[src/design/rmc_pkg.sv]
// Shared types and constants for the region mean color block.
`default_nettype none

package rmc_pkg;

    localparam int COORD_W   = 12;
    localparam int COLOR_W   = 8;
    localparam int MARGIN_W  = 8;
    localparam int SUM_W     = 32;
    localparam int COUNT_W   = 25;
    localparam int CHAN_N    = 3;
    localparam int CFG_IDX_W = 3;
    localparam int CFG_DAT_W = 12;

    // pixels at or beyond this coordinate never count
    localparam int MAX_DIM   = 4096;
    localparam int DIM_CMP_W = 17;

    // accumulation stops at this count until the next result
    localparam logic [COUNT_W-1:0] COUNT_CAP = 25'd16777216;

    // register indexes
    localparam logic [CFG_IDX_W-1:0] CFG_TOP    = 3'd0;
    localparam logic [CFG_IDX_W-1:0] CFG_BOTTOM = 3'd1;
    localparam logic [CFG_IDX_W-1:0] CFG_LEFT   = 3'd2;
    localparam logic [CFG_IDX_W-1:0] CFG_RIGHT  = 3'd3;
    localparam logic [CFG_IDX_W-1:0] CFG_MARGIN = 3'd4;

    // one finished region, handed from front to back
    typedef struct packed {
        logic [CHAN_N-1:0][SUM_W-1:0] sum;
        logic [COUNT_W-1:0]           count;
    } t_job;

    // queue head status seen by the back end
    typedef struct packed {
        logic valid;
        t_job job;
    } t_q_head;

endpackage

`default_nettype wire

[src/design/rmc_front.sv]
// Front end: config registers, region test and per-channel accumulation.
`default_nettype none

module rmc_front (
    input  wire logic                            i_clk,
    input  wire logic                            i_rst_n,
    input  wire logic                            i_cfg_valid,
    input  wire logic [rmc_pkg::CFG_IDX_W-1:0]   i_cfg_index,
    input  wire logic [rmc_pkg::CFG_DAT_W-1:0]   i_cfg_data,
    input  wire logic                            i_pix_valid,
    input  wire logic [rmc_pkg::COLOR_W-1:0]     i_pix_red,
    input  wire logic [rmc_pkg::COLOR_W-1:0]     i_pix_green,
    input  wire logic [rmc_pkg::COLOR_W-1:0]     i_pix_blue,
    input  wire logic [rmc_pkg::COORD_W-1:0]     i_pix_row,
    input  wire logic [rmc_pkg::COORD_W-1:0]     i_pix_col,
    input  wire logic                            i_last_pixel,
    input  wire logic                            i_q_full,
    output logic                                 o_pix_stall,
    output logic                                 o_push,
    output rmc_pkg::t_job                        o_job
);

    logic [rmc_pkg::COORD_W-1:0]  r_top, r_bottom, r_left, r_right;
    logic [rmc_pkg::MARGIN_W-1:0] r_margin;
    logic [rmc_pkg::CHAN_N-1:0][rmc_pkg::SUM_W-1:0] r_sum, n_sum;
    logic [rmc_pkg::COUNT_W-1:0]  r_count, n_count;

    logic [rmc_pkg::COORD_W:0] row_lo, row_hi_test, col_lo, col_hi_test;
    logic                      in_dim, row_ok, col_ok, cap_ok, accept, take;
    logic [rmc_pkg::CHAN_N-1:0][rmc_pkg::COLOR_W-1:0] pix;

    assign o_pix_stall = i_q_full;
    assign accept      = i_pix_valid && !o_pix_stall;
    assign pix         = {i_pix_blue, i_pix_green, i_pix_red};

    // lo bound: line + margin; hi bound: coord + margin < line (no signed math)
    assign row_lo      = {1'b0, r_top}  + {5'b0, r_margin};
    assign row_hi_test = {1'b0, i_pix_row} + {5'b0, r_margin};
    assign col_lo      = {1'b0, r_left} + {5'b0, r_margin};
    assign col_hi_test = {1'b0, i_pix_col} + {5'b0, r_margin};

    assign in_dim = (rmc_pkg::DIM_CMP_W'(i_pix_row) < rmc_pkg::DIM_CMP_W'(rmc_pkg::MAX_DIM))
                 && (rmc_pkg::DIM_CMP_W'(i_pix_col) < rmc_pkg::DIM_CMP_W'(rmc_pkg::MAX_DIM));
    assign row_ok = ({1'b0, i_pix_row} >= row_lo) && (row_hi_test < {1'b0, r_bottom});
    assign col_ok = ({1'b0, i_pix_col} >= col_lo) && (col_hi_test < {1'b0, r_right});
    assign cap_ok = r_count < rmc_pkg::COUNT_CAP;
    assign take   = accept && in_dim && row_ok && col_ok && cap_ok;

    always_comb begin
        for (int k = 0; k < rmc_pkg::CHAN_N; k++) begin
            n_sum[k] = r_sum[k] + (take ? rmc_pkg::SUM_W'(pix[k]) : '0);
        end
        n_count = r_count + (take ? rmc_pkg::COUNT_W'(1) : '0);
    end

    assign o_push      = accept && i_last_pixel;
    assign o_job.sum   = n_sum;
    assign o_job.count = n_count;

    always_ff @(posedge i_clk) begin
        if (!i_rst_n) begin
            r_top    <= '0;
            r_bottom <= '0;
            r_left   <= '0;
            r_right  <= '0;
            r_margin <= '0;
        end else if (i_cfg_valid) begin
            case (i_cfg_index)
                rmc_pkg::CFG_TOP:    r_top    <= i_cfg_data;
                rmc_pkg::CFG_BOTTOM: r_bottom <= i_cfg_data;
                rmc_pkg::CFG_LEFT:   r_left   <= i_cfg_data;
                rmc_pkg::CFG_RIGHT:  r_right  <= i_cfg_data;
                rmc_pkg::CFG_MARGIN: r_margin <= i_cfg_data[rmc_pkg::MARGIN_W-1:0];
                default: ;
            endcase
        end
    end

    always_ff @(posedge i_clk) begin
        if (!i_rst_n) begin
            r_sum   <= '0;
            r_count <= '0;
        end else if (o_push) begin
            r_sum   <= '0;
            r_count <= '0;
        end else begin
            r_sum   <= n_sum;
            r_count <= n_count;
        end
    end

endmodule

`default_nettype wire

[src/design/rmc_queue.sv]
// Two-entry job queue between front and back.
`default_nettype none

module rmc_queue (
    input  wire logic              i_clk,
    input  wire logic              i_rst_n,
    input  wire logic              i_push,
    input  wire rmc_pkg::t_job     i_job,
    input  wire logic              i_pop,
    output logic                   o_full,
    output rmc_pkg::t_q_head       o_head
);

    rmc_pkg::t_job r_mem [2];
    logic       r_wr_ptr, r_rd_ptr;
    logic [1:0] r_fill;

    assign o_full       = r_fill == 2'd2;
    assign o_head.valid = r_fill != 2'd0;
    assign o_head.job   = r_mem[r_rd_ptr];

    always_ff @(posedge i_clk) begin
        if (i_push) begin
            r_mem[r_wr_ptr] <= i_job;
        end
    end

    always_ff @(posedge i_clk) begin
        if (!i_rst_n) begin
            r_wr_ptr <= 1'b0;
            r_rd_ptr <= 1'b0;
            r_fill   <= 2'd0;
        end else begin
            if (i_push) r_wr_ptr <= !r_wr_ptr;
            if (i_pop)  r_rd_ptr <= !r_rd_ptr;
            r_fill <= r_fill + {1'b0, i_push} - {1'b0, i_pop};
        end
    end

endmodule

`default_nettype wire

[src/design/rmc_back.sv]
// Back end: rounded mean by restoring division, three lanes, and result register.
`default_nettype none

module rmc_back (
    input  wire logic                          i_clk,
    input  wire logic                          i_rst_n,
    input  wire rmc_pkg::t_q_head              i_head,
    output logic                               o_pop,
    input  wire logic                          i_res_stall,
    output logic                               o_res_valid,
    output logic [rmc_pkg::COLOR_W-1:0]        o_mean_red,
    output logic [rmc_pkg::COLOR_W-1:0]        o_mean_green,
    output logic [rmc_pkg::COLOR_W-1:0]        o_mean_blue,
    output logic [rmc_pkg::COUNT_W-1:0]        o_pixel_total,
    output logic                               o_region_empty
);

    localparam int REM_W = rmc_pkg::SUM_W + 1;
    localparam int BIT_W = $clog2(rmc_pkg::COLOR_W);

    typedef enum logic [2:0] {
        ST_IDLE = 3'b001,
        ST_DIV  = 3'b010,
        ST_OUT  = 3'b100
    } t_back_state;

    t_back_state r_state;
    logic [rmc_pkg::CHAN_N-1:0][REM_W-1:0]           r_rem;
    logic [rmc_pkg::CHAN_N-1:0][rmc_pkg::COLOR_W-1:0] r_quot;
    logic [REM_W-1:0]            r_dshift;
    logic [rmc_pkg::COUNT_W-1:0] r_div;
    logic [BIT_W-1:0]            r_bit;
    logic                        r_empty;

    logic [rmc_pkg::CHAN_N-1:0][REM_W:0] diff;
    logic [REM_W-1:0]                    half;

    assign o_pop = (r_state == ST_IDLE) && i_head.valid;
    assign half  = REM_W'(i_head.job.count >> 1);

    always_comb begin
        for (int k = 0; k < rmc_pkg::CHAN_N; k++) begin
            diff[k] = {1'b0, r_rem[k]} - {1'b0, r_dshift};
        end
    end

    always_ff @(posedge i_clk) begin
        if (!i_rst_n) begin
            r_state <= ST_IDLE;
        end else begin
            case (r_state)
                ST_IDLE: begin
                    if (i_head.valid) begin
                        r_state <= (i_head.job.count == '0) ? ST_OUT : ST_DIV;
                    end
                end
                ST_DIV: begin
                    if (r_bit == '0) r_state <= ST_OUT;
                end
                ST_OUT: begin
                    if (!i_res_stall) r_state <= ST_IDLE;
                end
                default: r_state <= ST_IDLE;
            endcase
        end
    end

    always_ff @(posedge i_clk) begin
        if (o_pop) begin
            for (int k = 0; k < rmc_pkg::CHAN_N; k++) begin
                r_rem[k] <= {1'b0, i_head.job.sum[k]} + half;
            end
            r_quot   <= '0;
            r_div    <= i_head.job.count;
            r_dshift <= REM_W'({i_head.job.count, 7'b0});
            r_bit    <= BIT_W'(rmc_pkg::COLOR_W - 1);
            r_empty  <= i_head.job.count == '0;
        end else if (r_state == ST_DIV) begin
            for (int k = 0; k < rmc_pkg::CHAN_N; k++) begin
                if (!diff[k][REM_W]) begin
                    r_rem[k] <= diff[k][REM_W-1:0];
                end
                r_quot[k] <= {r_quot[k][rmc_pkg::COLOR_W-2:0], !diff[k][REM_W]};
            end
            r_dshift <= r_dshift >> 1;
            r_bit    <= r_bit - BIT_W'(1);
        end
    end

    assign o_res_valid    = r_state == ST_OUT;
    assign o_mean_red     = r_quot[0];
    assign o_mean_green   = r_quot[1];
    assign o_mean_blue    = r_quot[2];
    assign o_pixel_total  = r_div;
    assign o_region_empty = r_empty;

`ifndef SYNTHESIS
    a_empty_zero: assert property (@(posedge i_clk) disable iff (!i_rst_n)
        o_res_valid && r_empty |-> r_quot == '0 && r_div == '0)
        else $error("empty region result carries nonzero fields");

    a_div_nonzero: assert property (@(posedge i_clk) disable iff (!i_rst_n)
        r_state == ST_DIV |-> r_div != '0 && r_dshift != '0)
        else $error("divide running with zero divisor");

    a_div_ends: assert property (@(posedge i_clk) disable iff (!i_rst_n)
        r_state == ST_DIV && r_bit == '0 |=> r_state == ST_OUT)
        else $error("divide did not finish after last quotient bit");

    a_no_pop_busy: assert property (@(posedge i_clk) disable iff (!i_rst_n)
        o_pop |=> r_state != ST_IDLE)
        else $error("job popped but back end stayed idle");
`endif

endmodule

`default_nettype wire

[src/design/region_mean_color.sv]
// Top level of the region mean color block: front, job queue and back.
// Throughput: one pixel beat per cycle; input stalls only while the two-entry job queue is full.
// Sequence (back end idle): the last-pixel beat queues the job and the back end pops it; an empty
//   region then goes straight to the result, others first run 8 restoring-division steps, one quotient bit each.
// A new region may stream in while the previous one divides; a third pending region stalls input.
// Reset (i_rst_n low, synchronous): config, sums, count, queue and divider go to zero/idle.
`default_nettype none

module region_mean_color (
    input  wire logic                            i_clk,
    input  wire logic                            i_rst_n,
    // config write port
    input  wire logic                            i_cfg_valid,
    output logic                                 o_cfg_ready,
    input  wire logic [rmc_pkg::CFG_IDX_W-1:0]   i_cfg_index,
    input  wire logic [rmc_pkg::CFG_DAT_W-1:0]   i_cfg_data,
    // pixel beats
    input  wire logic                            i_pix_valid,
    output logic                                 o_pix_stall,
    input  wire logic [rmc_pkg::COLOR_W-1:0]     i_pix_red,
    input  wire logic [rmc_pkg::COLOR_W-1:0]     i_pix_green,
    input  wire logic [rmc_pkg::COLOR_W-1:0]     i_pix_blue,
    input  wire logic [rmc_pkg::COORD_W-1:0]     i_pix_row,
    input  wire logic [rmc_pkg::COORD_W-1:0]     i_pix_col,
    input  wire logic                            i_last_pixel,
    // result beats
    output logic                                 o_res_valid,
    input  wire logic                            i_res_stall,
    output logic [rmc_pkg::COLOR_W-1:0]          o_mean_red,
    output logic [rmc_pkg::COLOR_W-1:0]          o_mean_green,
    output logic [rmc_pkg::COLOR_W-1:0]          o_mean_blue,
    output logic [rmc_pkg::COUNT_W-1:0]          o_pixel_total,
    output logic                                 o_region_empty
);

    logic             q_full, push, pop;
    rmc_pkg::t_job    job;
    rmc_pkg::t_q_head head;

    // config registers sit in the front; writes always land
    assign o_cfg_ready = 1'b1;

    // front: region test and accumulation, pushes one job per last-pixel beat
    rmc_front u_front (
        .i_clk        (i_clk),
        .i_rst_n      (i_rst_n),
        .i_cfg_valid  (i_cfg_valid),
        .i_cfg_index  (i_cfg_index),
        .i_cfg_data   (i_cfg_data),
        .i_pix_valid  (i_pix_valid),
        .i_pix_red    (i_pix_red),
        .i_pix_green  (i_pix_green),
        .i_pix_blue   (i_pix_blue),
        .i_pix_row    (i_pix_row),
        .i_pix_col    (i_pix_col),
        .i_last_pixel (i_last_pixel),
        .i_q_full     (q_full),
        .o_pix_stall  (o_pix_stall),
        .o_push       (push),
        .o_job        (job)
    );

    // decouples accumulation from division
    rmc_queue u_queue (
        .i_clk   (i_clk),
        .i_rst_n (i_rst_n),
        .i_push  (push),
        .i_job   (job),
        .i_pop   (pop),
        .o_full  (q_full),
        .o_head  (head)
    );

    // back: rounded means, holds the result until taken
    rmc_back u_back (
        .i_clk          (i_clk),
        .i_rst_n        (i_rst_n),
        .i_head         (head),
        .o_pop          (pop),
        .i_res_stall    (i_res_stall),
        .o_res_valid    (o_res_valid),
        .o_mean_red     (o_mean_red),
        .o_mean_green   (o_mean_green),
        .o_mean_blue    (o_mean_blue),
        .o_pixel_total  (o_pixel_total),
        .o_region_empty (o_region_empty)
    );

endmodule

`default_nettype wire

[config.mk]
export PLATFORM = sky130hd
export DESIGN_NAME = region_mean_color
export DESIGN_NICKNAME = d
export VERILOG_FILES = /design/src/design/rmc_pkg.sv /design/src/design/rmc_front.sv /design/src/design/rmc_queue.sv /design/src/design/rmc_back.sv /design/src/design/region_mean_color.sv
export SDC_FILE = /design/constraint.sdc
export NUM_CORES = 1
export LEC_CHECK = 0
export BUFFER_PORTS_ARGS = -buffer_cell sky130_fd_sc_hd__buf_2
export CORE_ASPECT_RATIO = 0.5
export CORE_MARGIN = 1
export CORE_UTILIZATION = 33
export CTS_CLUSTER_DIAMETER = 30
export DETAILED_ROUTE_END_ITERATION = 7
export RECOVER_POWER = 50
export SYNTH_ARGS = -nofsm -noshare
export SYNTH_HDL_FRONTEND = slang
export SYNTH_SLANG_ARGS = --single-unit
[constraint.sdc]
create_clock -name i_clk -period 13 [get_ports i_clk]
set_input_delay 0.65 -clock i_clk [delete_from_list [all_inputs] [get_ports i_clk]]
set_output_delay 0.65 -clock i_clk [all_outputs]
set_load 0.005 [all_outputs]
; After elaboration in Yosys (flattened, before gate mapping)
; Memories as Yosys holds them, arrays and structs flattened. A register that Yosys moved wholly into a read port is not among the register bits.
; Index checks and enable logic that the tools add are counted.
[totals]
out_inout_bits = 53
ff_bits = 368
inputBits = 69
mem_bits_rw = 242
wordCells = 111
mem_count = 1
[op_classes]
reduce_logical = 29
order_cmp = 5
mux = 20
bitwise_logic = 1
n_eq_ne = 14
n_addsub = 17
[memory_table]
columns = name, depth, width, read_ports, rd_ports_with_merged_regs, wr, line_no
row1 = u_queue.r_mem, 2, 121, 1, 1, 1, rmc_queue.sv:14  ; rmc_pkg::t_job r_mem [2];
[ops]
columns = cell, n
row1 = two-way mux 99 bit, 2
row2 = subtractor 33 x 32 -> 34 bit, 3
row3 = adder 32 x 24 -> 33 bit, 3
row4 = two-way mux 33 bit, 3
row5 = adder 32 bit, 3
row6 = two-way mux 32 bit, 2
row7 = adder 12 x 8 -> 13 bit, 4
row8 = >= comparator 12 x 13 -> 1 bit, 2
row9 = < comparator 13 x 12 -> 1 bit, 2
row10 = adder 25 bit, 1
row11 = logical NOT 25 bit, 1
row12 = "< comparator 25 bit, second input constant", 1
row13 = two-way mux 8 bit, 3
row14 = AND reduction 2 bit, 8
row15 = two-way mux 3 bit, 4
row16 = "== test 3 x 2 -> 1 bit, second input constant", 3
row17 = one-hot mux 3 bit (3 select lines), 1
row18 = logical AND 1 bit, 8
row19 = "inequality test 2 bit, second input constant", 4
row20 = "== test 3 x 1 -> 1 bit, second input constant", 2
row21 = "== test 3 bit, second input constant", 2
row22 = logical NOT 1 bit, 6
row23 = logical NOT 3 bit, 2
row24 = two-way mux 1 bit, 5
row25 = other kinds (9), 11

; Depth between registers and ports, before layout
; Gate-level depths: netlist of run 1.
[depth]
ltp_word = 8
mapped_depth = 34
mapped_depth_nobuf = 32

; Hierarchy
; A second synthesis of run 1 with hierarchy kept.
[unflattened]
cells_unflattened = 3586
hier_area_um2 = 36628.9
[modules_own_cells]
columns = module, n_inst, area_each_um2, cells_each
row1 = rmc_back, 1, 16320.7, 1867
row2 = rmc_front, 1, 11315.9, 1320
row3 = rmc_queue, 1, 8981.1, 397
row4 = region_mean_color, 1, 11.3, 2

; Worst setup path after synthesis of run 1
; No wires, ideal clock.
[synth_path]
path_type = input-to-reg
start = in i_pix_valid
end = mem u_queue.r_mem[0][0] in the netlist's numbering (enable)
path_buffers = 1
arrival_ps = 6125
path_slack_ps = 6271
stages = 4
cell_sequence = nor2b_1 > nand2_1 > clkbuf_1 > nor2_1
[synth_via]
elab_chain_cells = 4
[synth_lines]
columns = element, line_no
row1 = from (decl), region_mean_color.sv:18  ; input wire logic i_pix_valid,
row2 = logical AND 1 bit, rmc_front.sv:33  ; assign accept = i_pix_valid && !o_pix_stall;
row3 = logical AND 1 bit, rmc_front.sv:56  ; assign o_push = accept && i_last_pixel;
row4 = two-way mux 1 bit, rmc_queue.sv:23  ; if (i_push) begin
row5 = two-way mux 1 bit (not written as such), rmc_queue.sv:24  ; r_mem[r_wr_ptr] <= i_job;
row6 = to (decl), rmc_queue.sv:14
; No other way between the ends.

==> results of run 1 <==
[worst min-delay path: stages]
cell      delay [ns]
buf_2           0.13
nand2_1         0.05
a21boi_0        0.06
[routing by layer]
layer / wire [µm] / share of wire / vias up / global-route usage
li1: - / - / 13095 / -
met1: 46800 / 0.48 / 12781 / 0.251
met2: 41800 / 0.43 / 750 / 0.268
met3: 6140 / 0.063 / 147 / 0.0309
met4: 2410 / 0.025 / 2 / 0.0508
met5: 13 / 0.00013 / - / 0
[registers in the layout (all words and copies together) (netlist names), named ones only]
signal                 count
u_back.o_mean_red          8
u_front.r_sum             96
u_front.r_top             12
u_back.o_mean_blue         8
u_front.r_margin           8
u_front.r_count           25
u_back.r_state             3
u_back.r_rem              99
u_back.o_region_empty      1
u_front.r_left            12
u_queue.r_wr_ptr           1
u_back.r_bit               3
u_front.r_right           12
u_back.o_mean_green        8
u_front.r_bottom          12
u_queue.r_rd_ptr           1
u_queue.r_mem            242
u_queue.r_fill             2
u_back.r_dshift           32
u_back.o_pixel_total      25
[cells in the mapped netlist (14+ instances only)]
cell type,number
edfxtp_1,392
nand2_1,367
ha_1,276
a21oi_1,244
dfxtp_1,219
inv_1,190
nor2_1,186
xnor2_1,186
o21ai_0,139
and2_1,138
a21o_1,114
xor2_1,111
nand3_1,78
clkbuf_1,77
mux2_2,73
and3_1,69
a21boi_0,63
mux2i_1,55
nor2b_1,54
nor3_1,51
nand2b_1,41
o21a_1,37
o21ai_1,36
nand4_1,35
o22ai_1,27
a211oi_1,23
a31oi_1,23
o21bai_1,19
o211ai_1,17
buf_1,16
or3_1,16
a21boi_1,14
[final timing paths]
check | depth (start not counted) | slack, ns | to | startpoint
max | 13 | 4.73 | u_back.r_rem[58] | flop
min | 3 | 0.26 | u_front.r_top[11] | i_cfg_data[11]
max reg2reg | 13 | 4.73 | u_back.r_rem[58] | flop
min reg2reg | 2 | 0.46 | u_back.o_mean_green[7] | u_back.o_mean_green[7]
[placed cells by master (no fill, tap or decap), drive strengths merged, types with 26 or more instances in the layout]
cell type	instances
nor2b	55
and2	138
dfxtp	219
a21o	114
a21oi	245
nand2	367
nand3	79
a21boi	77
xnor2	186
nand4	35
buf	104
inv	207
edfxtp	392
xor2	111
ha	276
and3	69
a31oi	26
o22ai	27
nand2b	41
mux2i	55
clkinv	39
clkbuf	163
nor2	187
nor3	51
o21a	37
mux2	73
o21ai	175
[power groups by stage]
stage	combinational (mW)	sequential (mW)	clock (mW)
after floorplan	3.83	2.77	0
after global placement	5.17	2.78	0
after detailed placement	5.22	2.79	0
after CTS	5.28	2.75	2.85
after global routing	5.87	2.79	2.94
final	5.35	2.76	2.80
[final cells by class]
cell class                      count  share of cell area
Antenna cell                        1           0.0000604
Tap cell                         1419              0.0429
Multi-Input combinational cell   2644               0.445
Sequential cell                   611               0.390
Clock buffer                      120              0.0655
Inverter                          190              0.0173
Timing Repair Buffer              147              0.0167
Clock inverter                     76              0.0227
[through the flow]
step | util | power [mW] | hold WS (ns) | cell area (µm²)
3_5_place_dp | 0.357 | 8.01 | 0.447 | 37900
5_1_grt | 0.390 | 11.6 | 0.237 | 41400
3_3_place_gp | 0.357 | 7.94 | 0.440 | 37900
6_report | 0.390 | 10.9 | 0.262 | 41400
4_1_cts | 0.391 | 10.9 | 0.212 | 41500
2_1_floorplan | - | 6.60 | 0.443 | 35700
[kinds of logic after synthesis]
group,after synthesis,share of synthesized area
xor+xnor,297,0.0729
compound gates,837,0.149
fa+ha+maj,289,0.104
mux,128,0.0384
buf+inv,301,0.0326
flops,611,0.453
simple gates,1092,0.150
other cells,1,0.000105
==> run summary, run 1 <==
Post-CTS Setup Inserts: 0
via count: 26,775
TritonCTS clock tree: yes
GR Overflow Total: 0
Final Net Count: 4,056
fraction of layout cells with a size suffix above 1: 0.103
CTS H-tree lvls: 3
row cnt: 84
failing checks: max-capacitance violations, max-slew violations
global-route wire length before repair: 148,000 µm
vias per cell: 5.14
Clock Latency Late Sink: 0.71 ns
VDD IR max: 0.160 mV
DR iter-0 viols: 2,084
#FFs+latches synth: 611
Worst Path Required: 13.40 ns
Initial Utilization: 0.336
pin count of the biggest net entering global routing: 95
die height: 235 µm
transition time of the tightest slew-check pin: 3.82 ns
top-area cell type share of the netlist area: 0.330
DP Worst Slack: 5.29 ns
fin crit period: 8.27 ns
cell family contributing the most delay on the critical path: compound AO/OA/AOI/OAI gates
Post-synth EDFFs: 392
final setup skew: 0.0449 ns
Net Sw Power: 4.50 mW
RSZ-0062 raised after global routing: false
Root Buffer: clkbuf_16
Power Dens Cells: 264 nW/µm²
setup TNS: 0 ns
crit path cell chain: clkbuf_1 -> mux2i_1 -> inv_1 -> ha_1 -> a21oi_1 -> a2bb2oi_1 -> a2111oi_0 -> nor4_1 -> o31ai_1 -> a211o_1 -> nand2_1 -> xor2_1 -> o311ai_1
fmax: 121 MHz
Post-Syn Nets: 3,914
initial antenna violation count: 2
die area: 110,000 µm²
internal power: 6.42 mW
Syn Std Cell Area: 35,700 µm²
Comb pwr share: 0.490
ys flop type: edfxtp_1
HPWL Detailed: 71,400 µm
final hold vios: 0
IO buf count: 120
final wirelength: 97,100 µm
P_leak: 16.1 nW
Switching Fraction: 0.412
multi-input logic area: 18,400 µm²
core area: 106,000 µm²
relative max-transition margin: -1.55
crit path DAT: 8.67 ns
vias in the first global route: 25,625
startpoint class of the critical path: flop
post-synthesis area per instance: 10.0 µm²
status: finished with violations
Post-DRT Antenna Nets: 0
io pins: 122
post-route clock period utilization: 0.636
Die Wd: 467 µm
CP peak stage delay: 2.24 ns
Synth area leaders: edfxtp_1 33%, dfxtp_1 12%, ha_1 9.7%, xnor2_1 4.6%, nand2_1 3.9%
async set-reset flop share out of synthesis: 0
total clock buffers created by CTS: 104
Hold Crit Class: primary input to flop
proportion of power drawn by the clock network: 0.256
Setup violations, final: 0
Post-CTS Resized: 0
worst setup margin: 4.73 ns
Critical Path Sink Type: flop
register area: 16,200 µm²
Reg power frac: 0.253
gp weighted congestion: 0.928
Area Growth Syn to Fin: 16.0%
Slew Limit Fails: 760
DRC: 0
Wirelength per Cell: 18.6 µm
CP Max Fanout: 48
max-cap viol count: 16
Synth Instances: 3,556
TritonCTS Sinks: 611
Worst-path clk slew: 0.05 ns
filler cell count: 10,414
Non-Filler Instances: 5,208
Slowest-stage cell, CP: clkbuf_1
DRT Pass-1 Iters: 6
hold buffer count at cts: 0
WS Path Type: flop to flop
Placed Cells: 5,011
GRT Total Usage: 0.175
Max Root-Sink Buffers: 3
post-synth top area cell: edfxtp_1
Netlist cell types: 81
Synth Warn #: 0
sequential area share after synthesis: 0.453
Buf+Inv Stages, Crit Path: 2
Power figures use the tool's default switching activity.
==> run 2, diff against run 1 <==
ABC_AREA = 1   (was not set)
clock period = 8.4 ns   (was 13 ns; I/O delays follow)
==> run 2 against run 1 <==
Compared with the run above: the flow still finishes with violations (max-capacitance violations, max-slew violations); global-route usage grew 2.7 points; register-to-register slack got worse by 2.8 ns; clock-buffer cell count increased by 1; routed wire length grew 29%; power is 76% higher; hold slack worse by 0.21 ns; sequential power rose by 59%.
==> run summary, run 2 <==
Clock Latency Late Sink: 0.72 ns (about the same)
total clock buffers created by CTS: 110 (+5.8%)
post-synthesis area per instance: 7.48 µm² (-26%)
vias in the first global route: 32,810 (+28%)
WS Path Type: flop to flop
fmax: 154 MHz (+27%)
Worst Path Required: 8.82 ns (-4.58 ns)
Slowest-stage cell, CP: dfxtp_1
top flop regs: u_queue.r_mem: 242 flops, u_back.r_rem: 99 flops, u_front.r_sum: 96 flops
initial antenna violation count: 10 (+8)
P_leak: 20.1 nW (+25%)
TritonCTS Sinks: 611 (unchanged)
setup TNS: 0 ns (unchanged)
gp weighted congestion: 0.965 (+3.9%)
top-count cell post-synth: nand2_1
CP Max Fanout: 64 (+33%)
Netlist cell types: 58 (-28%)
Power Dens Cells: 417 nW/µm² (+58%)
max-cap viol count: 13 (-3)
pin count of the biggest net entering global routing: 73 (-23%)
final setup skew: 0.0295 ns (-0.0154 ns)
Critical Path Sink Type: flop
largest family of logic cells by synthesized area: simple AND/OR/NAND/NOR gates
Post-DRT Antenna Nets: 0 (unchanged)
Final Instance Area: 45,900 µm² (+11%)
Post-DP Area: 42,100 µm² (+11%)
Largest Register: u_queue.r_mem
failing checks: max-capacitance violations, max-slew violations
post-synth top area cell: edfxtp_1
Final Net Count: 5,843 (+44%)
final wirelength: 125,000 µm (+29%)
GRT Total Usage: 0.202 (+0.0269)
relative max-transition margin: -1.58 (-0.0332)
Power, Total: 19.2 mW (+76%)
Synth Area in Compound Gates: 0.117 (-0.0321)
Initial Utilization: 0.335 (-0.00115)
fraction of layout cells with a size suffix above 1: 0.0690 (-0.0343)
sequential area share after synthesis: 0.406 (-0.0468)
DRC: 0 (unchanged)
transition time of the tightest slew-check pin: 3.87 ns (+0.0498 ns)
commonest non-fill, non-tap cell in the layout: nand2_1
Post-synth top cells: 1,489 x nand2_1, 644 x inv_1, 554 x nor2_1, 417 x a21oi_1, 392 x edfxtp_1
crit path DAT: 6.92 ns (-1.75 ns)
Max Root-Sink Buffers: 3 (unchanged)
Buf+Inv Stages, Crit Path: 2 (unchanged)
worst setup margin: 1.89 ns (-2.84 ns)
Die Wd: 493 µm (+5.6%)
Area Growth Syn to Fin: 15.3%
Synth Area in Simple Gates: 0.282 (+0.132)
Synth Warn #: 0 (unchanged)
via count: 35,926 (+34%)
TritonCTS clock tree: yes
top-area cell type share of the netlist area: 0.296 (-0.0341)
DRT Pass-1 Iters: 7 (+1)
Root Buffer: clkbuf_16
Synth area leaders: edfxtp_1 30%, nand2_1 14%, dfxtp_1 11%, ha_1 8.7%, inv_1 6.1%
VDD IR max: 0.224 mV (+40%)
Setup violations, final: 0 (unchanged)
vias per cell: 5.01 (-2.6%)
GR Overflow Total: 0 (unchanged)
status: finished with violations
CTS H-tree lvls: 3 (unchanged)
Post-CTS Setup Inserts: 0 (unchanged)
ys flop type: edfxtp_1
Post-Syn Nets: 5,683 (+45%)
die area: 122,000 µm² (+11%)
Hold Crit Class: primary input to flop
most frequent cells in the layout: 1,488 x nand2_1, 643 x inv_1, 553 x nor2_1
Synth Instances: 5,325 (+50%)
Wirelength per Cell: 17.4 µm (-6.7%)
DR iter-0 viols: 3,447 (+65%)
CP peak stage delay: 2.09 ns (-0.15 ns)
IO buf count: 120 (unchanged)
post-route clock period utilization: 0.775 (+0.138)
cell family contributing the most delay on the critical path: flip-flops
Slew Limit Fails: 651 (-14%)
Post-synth EDFFs: 392 (unchanged)
#FFs+latches synth: 611 (unchanged)
core area: 119,000 µm² (+12%)
die height: 248 µm (+5.6%)
final hold vios: 0 (unchanged)
io pins: 122 (unchanged)
async set-reset flop share out of synthesis: 0 (unchanged)
mux share of post-synthesis cell area: 0.00129 (-0.0372)
RSZ-0062 raised after global routing: false
global-route wire length before repair: 191,000 µm (+29%)
Syn Std Cell Area: 39,800 µm² (+12%)
row cnt: 89 (+6.0%)
max FFs per register: 242 (unchanged)
DP Worst Slack: 2.40 ns (-2.88 ns)
Synth Area in XOR/XNOR: 0.0271 (-0.0458)
Synth Area in Adders: 0.0932 (-0.0108)
crit path cell chain: inv_6 -> or2_0 -> o21ai_0 -> inv_1 -> ha_1 -> nand2_1 -> nor2_1 -> nand4_1 -> o21ai_0 -> nand2_1 -> nand2_1 -> nand2_1 -> nand3_1 -> nand2_1
Worst-path clk slew: 0.06 ns (about the same)
HPWL Detailed: 93,800 µm (+31%)
Worst path most repeated cell: nand2_1
startpoint class of the critical path: flop
fin crit period: 6.51 ns (-1.76 ns)
## run 2: changes by cell type after synthesis, moves of 173 or more
cell / previous run / this run
nand3_1: 78 / 305
a21oi_1: 244 / 417
nand2_1: 367 / 1489
inv_1: 190 / 644
o21ai_0: 139 / 340
nor2_1: 186 / 554
## run 2: worst reg2reg max path, delay by kind of cell, from the launching register on
| family | cells | cell delay, ns |
|---|---|---|
| flip-flops | 1 | 2.09 |
| adder cells (fa/ha/maj) | 1 | 0.55 |
| buffers and inverters | 2 | 1.14 |
| AO/OA/AOI/OAI | 2 | 0.77 |
| AND/OR/NAND/NOR | 9 | 1.67 |
## run 2: worst paths after layout
path         depth (start not counted)             start  slack [ns]           endpoint
max                                 14              flop        1.89   u_back.r_rem[21]
max reg2reg                         14              flop        1.89   u_back.r_rem[21]
min reg2reg                          1  u_queue.r_rd_ptr        0.45               flop
min                                  4       i_res_stall        0.05  u_back.r_state[0]
## run 2: logic make-up (layout without fill, tap and decap cells)
kind of cell    Yosys count  count (layout)
simple gates           2674            2674
compound gates          879             879
buf+inv                 743            1001
flops                   611             611
fa+ha+maj               289             289
xor+xnor                123             123
mux                       5               5
other cells               1               4
## run 2: repair_timing
action | CTS | global route
resized for setup | 0 | 0
hold buffers | 4 | 0
hold endpoints to repair | 4 | 0
## run 2: final cells by class
type / instances / area [µm²]
diodes: 3 / 7.51
clock buffers: 121 / 2890
clock inverters: 89 / 965
fillers: 12308 / 72900
inverters: 648 / 2440
multi-input cells: 3971 / 20800
flip-flops and latches: 611 / 16200
well taps: 1592 / 1990
repair buffers: 143 / 706
## run 2: power breakdown
part / leakage [nW] / switching (mW) / internal (mW) / total, mW
logic: 12.7 / 7.10 / 3.10 / 10.2
clock network: 1.86 / 1.79 / 2.77 / 4.56
registers: 5.51 / 0.245 / 4.16 / 4.40
total: 20.1 / 9.14 / 10.0 / 19.2
## run 2: through the flow
| step | cells | util | hold slack (ns) |
|---|---|---|---|
| final | 7178 | 0.387 | 0.0485 |
| after global routing | 7176 | 0.386 | 0.0394 |
| after CTS | 7175 | 0.387 | 0.00403 |
| after detailed placement | 6961 | 0.355 | 0.429 |
| after global placement | 6961 | 0.355 | 0.430 |
| after floorplan | 5325 | - | 0.425 |
## run 2: layer usage
layer | up-vias | track usage | share of wire
met4 | 8 | 0.0632 | 0.029
met3 | 207 | 0.0315 | 0.074
met5 | - | 0 | 0.00037
li1 | 18089 | - | -
met2 | 1179 | 0.307 | 0.42
met1 | 16443 | 0.292 | 0.48
